`config.mk`:
```
export PLATFORM = sky130hd
export DESIGN_NAME = swmf_cell
export DESIGN_NICKNAME = d
export VERILOG_FILES = /design/src/hw/rtl/swmf_pkg.sv /design/src/hw/rtl/swmf_cell.sv
export SDC_FILE = /design/constraint.sdc
export NUM_CORES = 1
export LEC_CHECK = 0
export ABC_AREA = 1
export BUFFER_PORTS_ARGS = -buffer_cell sky130_fd_sc_hd__clkbuf_2
export CAP_MARGIN = 0
export CORE_MARGIN = 10
export CORE_UTILIZATION = 30
export CTS_CLUSTER_SIZE = 16
export DETAILED_ROUTE_END_ITERATION = 10
export GPL_ROUTABILITY_DRIVEN = 0
export SLEW_MARGIN = 40
export SYNTH_ARGS = -nofsm -noshare
export SYNTH_HDL_FRONTEND = slang
export SYNTH_SLANG_ARGS = --single-unit
```
`constraint.sdc`:
```
create_clock -name clk -period 0.8 [get_ports clk]
set_input_delay 0.04 -clock clk [delete_from_list [all_inputs] [get_ports clk]]
set_output_delay 0.04 -clock clk [all_outputs]
set_load 0.02 [all_outputs]
```
`src/hw/rtl/swmf_pkg.sv`:
```
package swmf_pkg;

  localparam int MAX_SIZE   = 1024;
  localparam int MAX_RADIUS = 3;
  localparam int PIXEL_BITS = 16;

  localparam int SIZE_W   = 11;                      // image_size register
  localparam int RAD_W    = 2;                       // window_radius register
  localparam int COL_W    = $clog2(MAX_SIZE);        // row / column counters
  localparam int SLOTS    = 2 * MAX_RADIUS + 2;      // line store rows
  localparam int SLOT_W   = $clog2(SLOTS);
  localparam int WIN_SIDE = 2 * MAX_RADIUS + 1;
  localparam int WIN_N    = WIN_SIDE * WIN_SIDE;
  localparam int RANK_W   = $clog2(WIN_N + 1);
  localparam int LAG_W    = $clog2(MAX_RADIUS * MAX_SIZE + MAX_RADIUS + 2);
  localparam int FIFO_DEPTH = 8;
  localparam int FIFO_AW    = $clog2(FIFO_DEPTH);

  localparam logic CMD_PIXEL = 1'b0;
  localparam logic CMD_FLUSH = 1'b1;

  localparam logic REG_IMAGE_SIZE    = 1'b0;
  localparam logic REG_WINDOW_RADIUS = 1'b1;

  typedef logic [PIXEL_BITS-1:0] pixel_t;
  typedef pixel_t [WIN_SIDE-1:0] column_t;   // index 0 = newest row
  typedef column_t [WIN_SIDE-1:0] window_t;  // index 0 = newest column

  typedef struct packed {
    logic              border;
    logic [COL_W-1:0]  row;
    logic [COL_W-1:0]  col;
    logic              frame_end;
  } meta_t;

  typedef struct packed {
    pixel_t            pixel;
    logic [COL_W-1:0]  row;
    logic [COL_W-1:0]  col;
    logic              frame_end;
  } out_word_t;

endpackage

```
`src/hw/rtl/swmf_cell.sv`:
```
// One window column; takes its neighbour's column on each shift.
module swmf_cell (
  input  logic              clk,
  input  logic              shift,
  input  swmf_pkg::column_t col_in,
  output swmf_pkg::column_t col_out
);

  swmf_pkg::column_t col_r;

  always_ff @(posedge clk) begin
    if (shift) begin
      col_r <= col_in;
    end
  end

  assign col_out = col_r;

endmodule

```
==> run summary, run 1 <==
Post-CTS Resized = 2
Syn Inst Count = 112
# H-tree levels = 3
Clk buf depth = 2
Site row count = 38
Starting density of the core = 30.9%
Nets in the synthesized netlist = 226
Dpl hpwl = 7.31 mm
Count of different cell masters after synthesis = 1
Number of storage elements in the synthesis netlist = 112
Mean Syn Cell Area = 30.0 sq um
Root cell of the clock tree = clkbuf_8
Synthesis warning total = 0
Sequential share of the synthesized area = 100%
Number of setup buffers added after CTS = 0
I/O Buffers = 225
Post-Syn Area = 3360 sq um
Clock sink count = 112
Number of buffers inserted for hold repair after clock tree synthesis = 101
Clock buffer count from CTS = 9
Outcome = stopped before the end
First error message = [ERROR RSZ-0060] Max buffer count reached.
Die boundary height = 126 microns
Boundary pin count = 226
Die W = 126 microns
Stage at which the run stopped = clock tree synthesis
==> per-stage QoR <==
| step | area (sq um) | worst slack (ns) | cells | utilization [%] | hold slack (ns) |
|---|---|---|---|---|---|
| 2_1_floorplan | 3360 | 0.311 | 112 | - | 0.139 |
| 3_5_place_dp | 4730 | 0.00614 | 482 | 43.4 | 0.219 |
| 3_3_place_gp | 4730 | 0.00776 | 482 | 43.4 | 0.217 |
==> cells in the mapped netlist <==
master	n	area share [%]
edfxtp_1	112	100
==> cells by family after synthesis <==
group  after synthesis  synth area share, %
DFF                112                  100
==> run 2, diff against run 1 <==
- CORE_UTILIZATION: 30 -> 20
- CTS_CLUSTER_SIZE: 16 -> unset
- PLACE_DENSITY_LB_ADDON: unset -> 0.15
==> run 2 against run 1 <==
Compared with the run above:
- synthesized cell count unchanged
- area after synthesis stayed put
- the flow now finishes, with violations (negative setup slack)
==> run summary, run 2 <==
Syn Inst Count = 112 (unchanged)
Xor/xnor share of the synthesized area = 0% (unchanged)
Register clock-pin slew on the reported worst setup and hold paths = 0.08 ns
Dpl hpwl = 7.27 mm (-0.55%)
Share of post-route cells with drive strength above 1 = 52.0%
# H-tree levels = 3 (unchanged)
RSZ-0062 raised after global routing = true
Boundary pin count = 226 (unchanged)
Layout Nets = 578
WL per Instance = 14.8 microns
Classification of the worst-slack hold path = in -> reg
Worst slack on hold paths = 0.141 ns
Synthesis warning total = 0 (unchanged)
Number of enable flip-flop cells after synthesis = 112 (unchanged)
Starting density of the core = 20.4% (-11 points)
Pin count of the biggest net entering global routing = 49
Count of different cell masters after synthesis = 1 (unchanged)
Most common cell in the synthesized netlist = edfxtp_1
Clock tree from TritonCTS = built
Number of hold violations in the final report = 0
Total placed cells including tap cells = 561 (+16%)
Global-route usage over all layers = 8.74%
Overall via count from detail_route = 2,422
Area delta synth->final = 101%
Mux cell area share after synthesis = 0% (unchanged)
Worst slew pin tran = 0.276 ns
Commonest cells in the synthesized netlist = edfxtp_1 (112)
Simple-gate share of the synthesized area = 0% (unchanged)
Number of global-route vias before repair = 2,741
Core outline area = 16,500 sq um
CP max stage delay = 0.42 ns
Cell family with most CP delay = flip-flops
Critical path startpoint category = flop
Power Dens Cells = 2020 nW/um^2
Violated checks = negative setup slack
Clock sink count = 112 (unchanged)
Clock buffer count from CTS = 9 (unchanged)
Share of the cycle needed by the critical path after routing = 121%
Post-Route Setup TNS = -13.53 ns
Static power due to leakage = 2.83 nW
Worst slew margin relative to its limit = 81.6%
Post-Route WL = 10.2 mm
Mean Syn Cell Area = 30.0 sq um (unchanged)
Maximum net fanout on the critical path = 1
Commonest non-fill, non-tap cell in the layout = clkbuf_2
Area fraction of the dominant cell type after synthesis = 100% (unchanged)
Shortest period the worst path allows = 0.966 ns
Number of setup buffers added after CTS = 0 (unchanged)
Site row count = 47 (+24%)
Number of storage elements in the synthesis netlist = 112 (unchanged)
Peak Freq = 1030 MHz
Crit end category = primary output
Share of async-settable or async-resettable flops after synthesis = 0% (unchanged)
Slowest stage cell on the critical path = edfxtp_1
Area enclosed by the die boundary = 22,400 sq um
Outcome = finished with violations
Antenna diode count = 0
Sequential share of the synthesized area = 100% (unchanged)
Remaining Overflow, GRT = 0
Tot Pwr = 13.7 mW
Root cell of the clock tree = clkbuf_16
Length of the first detailed-routing pass in iterations = 4
Fraction of the mapped netlist area in compound gates = 0% (unchanged)
Count of nets left with antenna violations after detail routing = 0
Die boundary height = 150 microns (+19%)
Area of the multi-input gates = 0 sq um
Post-Synth Adder-Cell Area = 0% (unchanged)
Final worst setup slack = -0.166 ns
Post-DR vias/cell = 3.52
Die W = 150 microns (+19%)
Final Max Slew Viols = 0
First-pass GRT wire length = 14.8 mm
Post-layout utilization of the core = 41.0%
Buffer and inverter count on the worst path = 1
Clk buf depth = 2 (unchanged)
Peak ir drop on the vdd network = 915 uV
I/O Buffers = 225 (unchanged)
Library cell occupying the most area in the post-synthesis netlist = edfxtp_1
Antenna violations before repair = 0
Detailed router's first-iteration violation count = 81
Endpoint required time on the critical path = 0.76 ns
Final number of setup-violating endpoints = 112
Cell breakdown of the critical path = buf_6
Cell types with the largest area share after synthesis = edfxtp_1 (100%)
Flip-flop count of the largest register, all copies and words added = 112
Most used flip-flop cell after synthesis = edfxtp_1
Start-to-end type of the worst setup path = reg -> out
Post-Syn Area = 3360 sq um (unchanged)
DRC violation count after routing = 0
Commonest cells after routing, fill and taps aside = clkbuf_2 (114), edfxtp_1 (112), dlygate4sd3_1 (112)
Total number of multi-input combinational cells = 0
Max Cap Violations = 0
Nets in the synthesized netlist = 226 (unchanged)
CP arrival = 0.93 ns
Fin cells = 689
run 2: cells by family after synthesis:
kind of cell and Yosys count:
flops 112
run 2: where the power goes:
group / internal, mW / switching (mW)
sequential: 6.98 / 0.184
clock: 2.13 / 2.07
combinational: 1.27 / 1.06
run 2: stage by stage:
step / setup slack [ns] / area (sq um)
2_1_floorplan: 0.311 / 3360
3_3_place_gp: 0.00195 / 4820
3_5_place_dp: -0.00617 / 4820
4_1_cts: -0.201 / 6220
5_1_grt: -0.201 / 6780
6_report: -0.166 / 6780
run 2: timing repair:
item	CTS	global route
cloned	0	0
resized for setup	2	291
endpoints found under the hold margin	112	0
hold buffers	112	0
pin swaps	0	0
setup endpoints to repair	112	112
run 2: final timing paths:
kind,from,end,slack (ns),cells past startpoint
hold / removal,shift,col_out[96]$_DFFE_PP_,0.14,2
setup / recovery,col_out[26]$_DFFE_PP_,col_out[26],-0.17,1
run 2: area by class of cell:
| class | instances | area (sq um) |
|---|---|---|
| well taps | 220 | 275 |
| clock inverters | 6 | 43.8 |
| flip-flops and latches | 112 | 3360 |
| clock buffers | 10 | 229 |
| fillers | 1528 | 9750 |
| repair buffers | 341 | 2860 |
run 2: layer usage:
metal	up-vias	global-route usage, %	part of all wire, %
met4	0	4.52	1.9
met1	1131	8.66	34
met5	-	0	0
met2	119	14.2	52
li1	1160	-	-
met3	12	5.16	13
Power figures use the tool's default switching activity.
